===== config.mk =====
export PLATFORM = sky130hd
export DESIGN_NAME = rtc_check_core
export DESIGN_NICKNAME = d
export VERILOG_FILES = /design/src/rtl/rtc_pkg.sv /design/src/rtl/rtc_check_core.sv
export SDC_FILE = /design/constraint.sdc
export NUM_CORES = 1
export LEC_CHECK = 0
export ABC_CLOCK_PERIOD_IN_PS = 8400
export BUFFER_PORTS_ARGS = -buffer_cell sky130_fd_sc_hd__buf_2
export CORE_ASPECT_RATIO = 0.7
export CORE_MARGIN = 3
export CORE_UTILIZATION = 35
export CTS_CLUSTER_DIAMETER = 120
export DETAILED_ROUTE_END_ITERATION = 10
export PLACE_DENSITY = 0.63
export SYNTH_ARGS = -nofsm -noshare
export SYNTH_HDL_FRONTEND = slang
export SYNTH_SLANG_ARGS = --single-unit
export TNS_END_PERCENT = 1

===== constraint.sdc =====
create_clock -name clk -period 8.4 [get_ports clk]
set_clock_uncertainty 0.05 [all_clocks]
set_input_delay 0 -clock clk [delete_from_list [all_inputs] [get_ports clk]]
set_output_delay 0 -clock clk [all_outputs]
set_load 0.02 [all_outputs]

===== src/rtl/rtc_pkg.sv =====
// ----------------------------------------------------------------------------
// rtc_pkg - shared types and constants for the telegram CRC-8 checker
// Type table, register map, verdict codes and the byte-wide CRC-8 step.
// ----------------------------------------------------------------------------
package rtc_pkg;

  localparam int unsigned TYPE_TABLE_ENTRIES = 7;

  localparam logic [7:0] TYPE_CODES [TYPE_TABLE_ENTRIES] = '{
    8'h00, 8'h01, 8'h03, 8'h83, 8'hA3, 8'hE7, 8'h90
  };
  localparam logic [7:0] TYPE_LENGTHS [TYPE_TABLE_ENTRIES] = '{
    8'd8, 8'd8, 8'd11, 8'd10, 8'd10, 8'd8, 8'd9
  };

  localparam logic [7:0] STANDSTILL_TYPE = 8'h90;

  // Register map (index = paddr[3:2])
  localparam int unsigned ADDR_W = 4;
  typedef enum logic [1:0] {
    REG_CRC_POLY    = 2'd0,
    REG_CRC_INIT    = 2'd1,
    REG_DEFAULT_LEN = 2'd2,
    REG_SHORT_WA    = 2'd3
  } reg_idx_t;

  localparam logic [7:0] RESET_CRC_POLY    = 8'h2F;
  localparam logic [7:0] RESET_CRC_INIT    = 8'hAA;
  localparam logic [7:0] RESET_DEFAULT_LEN = 8'd16;
  localparam logic       RESET_SHORT_WA    = 1'b1;

  typedef enum logic [1:0] {
    VERDICT_PASS      = 2'd0,
    VERDICT_PASS_SHORT = 2'd1,
    VERDICT_CRC_FAIL  = 2'd2,
    VERDICT_TOO_SHORT = 2'd3
  } verdict_t;

  localparam logic [7:0] MIN_CHECK_LEN = 8'd4;

  typedef struct packed {
    logic [7:0] crc_poly;
    logic [7:0] crc_init;
    logic [7:0] default_length;
    logic       short_workaround_enable;
  } rtc_cfg_t;

  typedef struct packed {
    verdict_t   verdict;
    logic [7:0] telegram_type;
    logic [7:0] expected_length;
    logic [7:0] received_length;
  } rtc_result_t;

  // Expected length for a type byte; unknown types take the default
  function automatic logic [7:0] lookup_length(input logic [7:0] type_byte,
                                               input logic [7:0] dflt);
    logic [7:0] len;
    len = dflt;
    for (int k = TYPE_TABLE_ENTRIES - 1; k >= 0; k--) begin
      if (TYPE_CODES[k] == type_byte) begin
        len = TYPE_LENGTHS[k];
      end
    end
    return len;
  endfunction

  // One byte of MSB-first CRC-8, no reflection
  function automatic logic [7:0] crc8_byte(input logic [7:0] crc_in,
                                           input logic [7:0] data,
                                           input logic [7:0] poly);
    logic [7:0] c;
    c = crc_in ^ data;
    for (int k = 0; k < 8; k++) begin
      if (c[7]) begin
        c = {c[6:0], 1'b0} ^ poly;
      end else begin
        c = {c[6:0], 1'b0};
      end
    end
    return c;
  endfunction

endpackage


===== src/rtl/rtc_check_core.sv =====
// ----------------------------------------------------------------------------
// rtc_check_core - per-telegram state and verdict logic
// Runs the CRC, tracks the byte position and builds the verdict per byte.
// ----------------------------------------------------------------------------
module rtc_check_core (
  input  logic                 clk,
  input  logic                 rst_n,
  input  rtc_pkg::rtc_cfg_t    cfg,
  input  logic                 step,
  input  logic [7:0]           data_byte,
  input  logic                 last_byte,
  output rtc_pkg::rtc_result_t result
);

  logic [7:0] cnt_r,  cnt_nxt;
  logic [7:0] crc_r,  crc_nxt;
  logic [7:0] type_r, type_nxt;
  logic [7:0] len_r,  len_nxt;
  logic       full_r, full_nxt;
  logic       short_r, short_nxt;

  logic       first;
  logic [7:0] crc_before;
  logic [7:0] cur_type;
  logic [7:0] cur_len;
  logic       crc_hit;
  logic       full_pos;
  logic       short_pos;
  logic       full_m;
  logic       short_m;
  logic [7:0] cnt_inc;
  logic [7:0] crc_after;

  assign first      = (cnt_r == 8'd0);
  assign crc_before = first ? cfg.crc_init : crc_r;
  assign cur_type   = first ? data_byte : type_r;
  assign cur_len    = first ? rtc_pkg::lookup_length(data_byte, cfg.default_length)
                            : len_r;
  assign crc_hit    = (data_byte == crc_before);
  assign full_pos   = (cur_len >= 8'd1) && (cnt_r == cur_len - 8'd1);
  assign short_pos  = (cur_len >= 8'd2) && (cnt_r == cur_len - 8'd2);
  assign full_m     = full_r  | (full_pos  & crc_hit);
  assign short_m    = short_r | (short_pos & crc_hit);
  assign cnt_inc    = (cnt_r == 8'hFF) ? 8'hFF : cnt_r + 8'd1;
  assign crc_after  = rtc_pkg::crc8_byte(crc_before, data_byte, cfg.crc_poly);

  always_comb begin
    result.telegram_type   = cur_type;
    result.expected_length = cur_len;
    result.received_length = cnt_inc;
    if (cnt_inc < rtc_pkg::MIN_CHECK_LEN) begin
      result.verdict = rtc_pkg::VERDICT_TOO_SHORT;
    end else if (full_m) begin
      result.verdict = rtc_pkg::VERDICT_PASS;
    end else if (cfg.short_workaround_enable && (cur_type == rtc_pkg::STANDSTILL_TYPE)
                 && short_m) begin
      result.verdict = rtc_pkg::VERDICT_PASS_SHORT;
    end else begin
      result.verdict = rtc_pkg::VERDICT_CRC_FAIL;
    end
  end

  // Clear after the final byte, otherwise carry the telegram forward
  always_comb begin
    if (last_byte) begin
      cnt_nxt   = 8'd0;
      crc_nxt   = cfg.crc_init;
      type_nxt  = 8'd0;
      len_nxt   = 8'd0;
      full_nxt  = 1'b0;
      short_nxt = 1'b0;
    end else begin
      cnt_nxt   = cnt_inc;
      crc_nxt   = crc_after;
      type_nxt  = cur_type;
      len_nxt   = cur_len;
      full_nxt  = full_m;
      short_nxt = short_m;
    end
  end

  always_ff @(posedge clk) begin
    if (!rst_n) begin
      cnt_r   <= 8'd0;
      crc_r   <= rtc_pkg::RESET_CRC_INIT;
      type_r  <= 8'd0;
      len_r   <= 8'd0;
      full_r  <= 1'b0;
      short_r <= 1'b0;
    end else if (step) begin
      cnt_r   <= cnt_nxt;
      crc_r   <= crc_nxt;
      type_r  <= type_nxt;
      len_r   <= len_nxt;
      full_r  <= full_nxt;
      short_r <= short_nxt;
    end
  end

endmodule

==> metrics.txt, run 1 <==
post-layout util 0.405; Final #Nets 673; worst setup margin 3.06 ns; Die H 98.7 µm; H-Tree Depth 2; post-synth top area share 0.158; DRC Markers 0; Yosys cell types 86; clk_lat worst skew 0.28 ns; Max-Cap Viols 0; clock sink total 34; Crit. Startpoint cnt_r[1]; GR Overflow Total 0; number of CTS-inserted buffers 5; Final TNS setup 0 ns; GPL Wtd Cong 0.986; flop-to-flop setup slack 3.06 ns; count of input and output buffers 62; DRT iter0 DRCs 513; cell taking the most area after synthesis dfxtp_1; Synth Warn # 0; Cell Pwr Density 188 nW/µm²; Arr. time, crit path 5.51 ns; Initial Utilization 0.363; register area share after synthesis 0.158; syn_nets 641; fraction of layout cells with a size suffix above 1 0.170; RSZ-0062 raised after global routing false; Slew @ Worst Pin 0.837 ns; post-CTS sizing 0; FF-to-FF End crc_r[6]; vias in the first global route 4359; worst path cell trace inv_1 -> ha_1 -> or4b_1 -> o22ai_4 -> and2_1 -> a31oi_1 -> o31a_1 -> nor2_2 -> o221ai_1 -> o22ai_2 -> a2bb2oi_1 -> o311ai_2 -> xor2_2 -> nand2_1 -> xnor2_1 -> or4_1 -> nand3_1; critical path required time 8.57 ns; Syn Area/Cell 7.20 µm²; r2r startpoint cnt_r[1]; Slew HR 0.442; Via-to-Cell Ratio 5.84; CP max stage cell or4b_1; Die X 138 µm; maximum vdd drop 0.0000713 V; Final ANT Viol Nets 0; DR WL/cell 17.7 µm; Post-Syn Instances 597; first-pass GRT wire length 22.6 mm; Clock transition at path regs 0.06 ns; Total Die Area 13700 µm²; dpl hpwl 10.4 mm; run status completed; HP Class input pin to register; maximum root-to-sink buffer count 2; EDFF count, synth 0; critical path's top delay family simple AND/OR/NAND/NOR gates; largest net degree at the start of global routing 46; leakage power 2.00 nW; overall via count from detail_route 4593; crit-path max FO 17; CTS tree done; antenna violations before repair 0; CP peak stage delay 0.67 ns; CTS root buf clkbuf_16; Worst Setup End Kind register; Core ar. 11900 µm²; Buf/Inv on CP 1; Tcrit/Tclk final 0.636; Final Critical Period 5.34 ns; Reg2Reg Depth 17; post-synthesis sequential element count 34; Total GRT Usage 0.200; max-slew violation count 0; predominant post-synthesis flop cell dfxtp_1; fraction of registers with async set/reset 0; synth top area cells dfxtp_1 16%, xnor2_1 7.5%, nand2_1 5.9%; Final Hold Fails 0; # setup viols final 0; io pins 63; WS Path Type register to register; pre-CTS setup slack 3.15 ns; Area Growth Syn to Fin 11.7%; drt first pass iters 5; Crit path depth 17; Fmax 187 MHz; Critical Path Source Type register; row cnt 33; WL final 13.9 mm; n_diodes 0; Critical path destination crc_r[6]; Cell Area, Synth 4300 µm²
[metal layers]
| layer | track usage | wire, µm | vias to the layer above |
|---|---|---|---|
| li1 | - | - | 2202 |
| met3 | 0.0310 | 938 | 10 |
| met2 | 0.292 | 5780 | 167 |
| met5 | 0 | 0 | - |
| met1 | 0.310 | 7110 | 2214 |
| met4 | 0.0342 | 93 | 0 |
[worst reg2reg max path, cell delays in order, from the launching register on]
cell and delay [ns]:
dfxtp_1 0.39, inv_1 0.11, ha_1 0.15, or4b_1 0.67, o22ai_4 0.28, and2_1 0.40
a31oi_1 0.18, o31a_1 0.33, nor2_2 0.54, o221ai_1 0.33, o22ai_2 0.33, a2bb2oi_1 0.22
o311ai_2 0.15, xor2_2 0.34, nand2_1 0.12, xnor2_1 0.15, or4_1 0.46, nand3_1 0.09
[metrics by stage]
step	std cells	total power [mW]	hold WS, ns	area (µm²)
global placement	774	0.698	0.211	4600
CTS	787	0.899	0.0108	4800
detailed placement	774	0.705	0.218	4600
global route	787	0.966	0.0204	4800
finish	787	0.904	0.00179	4800
floorplan	597	0.599	0.0878	4300
[sequential cells by signal, indices dropped and copies added (netlist names)]
signal	flops
crc_r	8
len_r	8
full_r	1
cnt_r	8
short_r	1
type_r	8
[cell families (layout without fill, tap and decap cells)]
logic type | Yosys count | count (layout) | synth area share
adder cells (fa/ha/maj) | 7 | 7 | 0.0204
AND/OR/NAND/NOR | 228 | 228 | 0.280
AO/OA/AOI/OAI | 179 | 179 | 0.307
XOR/XNOR | 55 | 55 | 0.122
buffers and inverters | 82 | 115 | 0.0832
flip-flops | 34 | 34 | 0.158
multiplexers | 12 | 12 | 0.0294
[placed cells by master (no fill, tap or decap), drive strengths merged, types with 6 or more instances in the layout]
cell,count
or3,8
buf,63
a31oi,11
or2,6
xnor2,40
nor2b,36
clkbuf,6
and2,16
dfxtp,34
a32oi,8
o211ai,12
mux2i,10
o22ai,18
o21ai,48
ha,7
nand2,70
a21oi,27
nor2,32
xor2,14
nor3,7
inv,39
nand3,23
[where the power goes]
group          switching [mW]  leakage (nW)  total [mW]  internal, mW
clock network          0.0737        0.0729       0.191         0.117
registers             0.00865         0.278       0.182         0.174
logic                   0.317          1.65       0.530         0.213
total                   0.400          2.00       0.904         0.504
[synthesized netlist by cell type, types with 10 or more instances]
| library cell | count |
|---|---|
| a21oi_1 | 25 |
| a31oi_1 | 11 |
| and2_1 | 16 |
| clkbuf_1 | 28 |
| dfxtp_1 | 34 |
| inv_1 | 39 |
| mux2i_1 | 10 |
| nand2_1 | 68 |
| nand3_1 | 23 |
| nor2_1 | 29 |
| nor2b_1 | 36 |
| o211ai_1 | 12 |
| o21ai_0 | 42 |
| o22ai_1 | 15 |
| xnor2_1 | 37 |
| xor2_1 | 13 |
[layout make-up]
cell class / instances / area (µm²)
clock buffers: 6 / 139
clock inverters: 2 / 12.5
fillers: 1202 / 7050
inverters: 39 / 146
multi-input cells: 481 / 3260
flip-flops and latches: 34 / 681
well taps: 157 / 196
repair buffers: 68 / 368
[timing repair]
item,CTS,global route
setup buffers,0,0
hold buffers,5,0
endpoints found under the hold margin,5,0
[how the worst min path moves through the flow]
stage,from,endpoint,cells after the start
2_1_floorplan,cfg[10],crc_r[1],2
5_1_grt,cfg[11],crc_r[2],3
6_report,cfg[11],crc_r[2],3
3_5_place_dp,cfg[10],crc_r[1],3
4_1_cts,cfg[11],crc_r[2],3
3_3_place_gp,cfg[10],crc_r[1],3
No activity file was read; power rests on OpenSTA's default activity.
==> inputs of run 2 (changes only) <==
--- a/config.mk
+++ b/config.mk
@@ -5,14 +5,14 @@
 export SDC_FILE = /design/constraint.sdc
 export NUM_CORES = 1
 export LEC_CHECK = 0
-export ABC_CLOCK_PERIOD_IN_PS = 8400
+export ABC_CLOCK_PERIOD_IN_PS = 4300
 export BUFFER_PORTS_ARGS = -buffer_cell sky130_fd_sc_hd__buf_2
 export CORE_ASPECT_RATIO = 0.7
 export CORE_MARGIN = 3
 export CORE_UTILIZATION = 35
 export CTS_CLUSTER_DIAMETER = 120
 export DETAILED_ROUTE_END_ITERATION = 10
-export PLACE_DENSITY = 0.63
+export PLACE_DENSITY = 0.65
 export SYNTH_ARGS = -nofsm -noshare
 export SYNTH_HDL_FRONTEND = slang
 export SYNTH_SLANG_ARGS = --single-unit
==> constraint.sdc (replaced) <==
create_clock -name clk -period 4.3 [get_ports clk]
set_clock_uncertainty 0.05 [all_clocks]
set_input_delay 0 -clock clk [delete_from_list [all_inputs] [get_ports clk]]
set_output_delay 0 -clock clk [all_outputs]
set_load 0.02 [all_outputs]
==> run 2 against run 1 <==
Compared with the run above:
- the flow now finishes with violations (setup timing)
- critical path type unchanged
- sequential cell count unchanged
- final area up 19%
- die area did not move
- power is 140% higher
==> metrics.txt, run 2 (synthesis gave the netlist of run 1 again) <==
met2 routed WL 6.66 mm (+15%); Die X 138 µm (unchanged); Final ANT Viol Nets 0 (unchanged); DRT iter0 DRCs 533 (+3.9%); post-layout util 0.481 (+0.0751); GR Overflow Total 0 (unchanged); Max-Cap Viols 0 (unchanged); Seq. cell area 682 µm² (+0.18%); RSZ-0062 raised after global routing true; CTS tree done; CP max stage cell or4_4; WS Path Type register to register; n_diodes 0 (unchanged); Clock transition at path regs 0.06 ns (about the same); count of input and output buffers 62 (unchanged); Buf/Inv on CP 3 (+2); overall via count from detail_route 4977 (+8.4%); Final Hold Fails 0 (unchanged); cell-internal power 1.28 mW (+150%); Critical Path Source Type register; dpl hpwl 11.0 mm (+6.0%); maximum root-to-sink buffer count 2 (unchanged); H-Tree Depth 2 (unchanged); Arr. time, crit path 4.76 ns (-0.75 ns); DR WL/cell 17.7 µm (-0.16%); CTS root buf clkbuf_16; fillers 1123 (-6.6%); sequential share of power 0.163 (-0.039); io pins 63 (unchanged); Die H 98.7 µm (unchanged); Slew HR 0.457 (+0.0145); antenna violations before repair 0 (unchanged); HP Class input pin to register; WHS 0.0155 ns (+0.0137 ns); drt first pass iters 5 (unchanged); Area Growth Syn to Fin 32.4%; clk_lat worst skew 0.28 ns (about the same); fraction of layout cells with a size suffix above 1 0.302 (+0.132); vias in the first global route 4542 (+4.2%); max-slew violation count 0 (unchanged); first-pass GRT wire length 23.9 mm (+6.0%); critical path required time 4.45 ns (-4.12 ns); Initial Utilization 0.363 (unchanged); Final #Nets 747 (+11%); maximum vdd drop 0.000183 V (+160%); worst path cell trace inv_2 -> ha_2 -> or4b_4 -> buf_12 -> o22ai_4 -> and2_4 -> a31oi_4 -> buf_4 -> or4_4 -> nand4_1 -> nor3_2 -> o32a_4 -> o311ai_4 -> xor2_4 -> a21o_1 -> nand3b_1 -> or3_4 -> a41oi_2; most common cell after layout, fill and taps aside buf_4; Core ar. 11900 µm² (unchanged); metal3 WL 1.26 mm (+34%); Worst Setup End Kind register; combinational power share 0.643 (+0.056); Fmax 217 MHz (+16%); multi-input logic area 3560 µm² (+9.2%); row cnt 33 (unchanged); critical path's top delay family simple AND/OR/NAND/NOR gates; crit-path max FO 6 (-11); worst setup margin -0.302 ns (-3.36 ns); clock sink total 34 (unchanged); Total GRT Usage 0.210 (+0.0104); pre-CTS setup slack -0.305 ns (-3.45 ns); Final Critical Period 4.60 ns (-0.737 ns); Clk pwr share 0.194 (-0.018); most frequent cells in the layout 70 x buf_4, 64 x nand2_1, 62 x buf_2; Sw Ratio 0.412 (-0.0306); Tcrit/Tclk final 1.07 (+0.435); Total Die Area 13700 µm² (unchanged); GPL Wtd Cong 0.972 (-1.4%); Cell Pwr Density 382 nW/µm² (+100%); Via-to-Cell Ratio 5.79 (-0.84%); WL final 15.2 mm (+9.1%); leakage power 2.47 nW (+23%); violated checks setup timing; CP peak stage delay 0.51 ns (-0.16 ns); # setup viols final 8 (+8); Top Layer Used met4; largest net degree at the start of global routing 46 (unchanged); Slew @ Worst Pin 0.815 ns (-0.0218 ns); number of CTS-inserted buffers 5 (unchanged); net switching power 0.896 mW (+120%); run status finished with violations; DRC Markers 0 (unchanged); DRT met1 WL 7.09 mm (-0.25%)
==> run 2: final timing paths <==
path	slack, ns	end	depth (start not counted)	startpoint
setup / recovery	-0.30	crc_r[2]	18	cnt_r[0]
hold reg to reg	0.49	crc_r[0]	2	crc_r[0]
hold / removal	0.02	crc_r[2]	3	cfg[11]
setup reg to reg	-0.30	crc_r[2]	18	cnt_r[0]
==> run 2: timing repair <==
action | CTS | global route
hold endpoints to repair | 5 | 0
gates resized for setup | 25 | 33
hold buffers | 5 | 0
endpoints found under the setup margin | 8 | 8
gates cloned | 1 | 0
pin swaps | 15 | 20
setup buffers | 5 | 9
==> run 2: worst register-to-register path, cell delays in order (launching register included) <==
cell	delay, ns
dfxtp_1	0.32
inv_2	0.06
ha_2	0.16
or4b_4	0.47
buf_12	0.17
o22ai_4	0.15
and2_4	0.23
a31oi_4	0.07
buf_4	0.16
or4_4	0.51
nand4_1	0.20
nor3_2	0.07
o32a_4	0.45
o311ai_4	0.36
xor2_4	0.32
a21o_1	0.20
nand3b_1	0.08
or3_4	0.33
a41oi_2	0.16
==> run 2: metal layers <==
layer,global-route usage,vias to the layer above
met2,0.316,259
met5,0,-
met3,0.0267,18
met4,0.0418,0
met1,0.322,2348
li1,-,2352
==> run 2: cell type report <==
cell class | count | share of cell area
clock inverter | 1 | 0.00527
tap | 157 | 0.0345
timing repair buffer | 141 | 0.165
clock buffer | 6 | 0.0244
multi-input combinational | 482 | 0.625
sequential | 34 | 0.120
inverter | 39 | 0.0257
==> run 2: through the flow <==
step	TNS (ns)	total power [mW]	std cells	instance area (µm²)
after global placement	-0.379	1.48	834	5050
after detailed placement	-1.40	1.50	834	5050
after global routing	-3.03	2.30	860	5690
after floorplan	0	1.17	597	4300
final	-1.70	2.18	860	5690
after CTS	-0.432	2.01	852	5440
==> run 2: power groups by stage <==
stage	clock, mW	sequential [mW]	combinational, mW
after floorplan	0	0.356	0.813
after detailed placement	0	0.361	1.14
final	0.422	0.355	1.40
after global routing	0.441	0.358	1.50
after global placement	0	0.360	1.12
after CTS	0.423	0.355	1.23
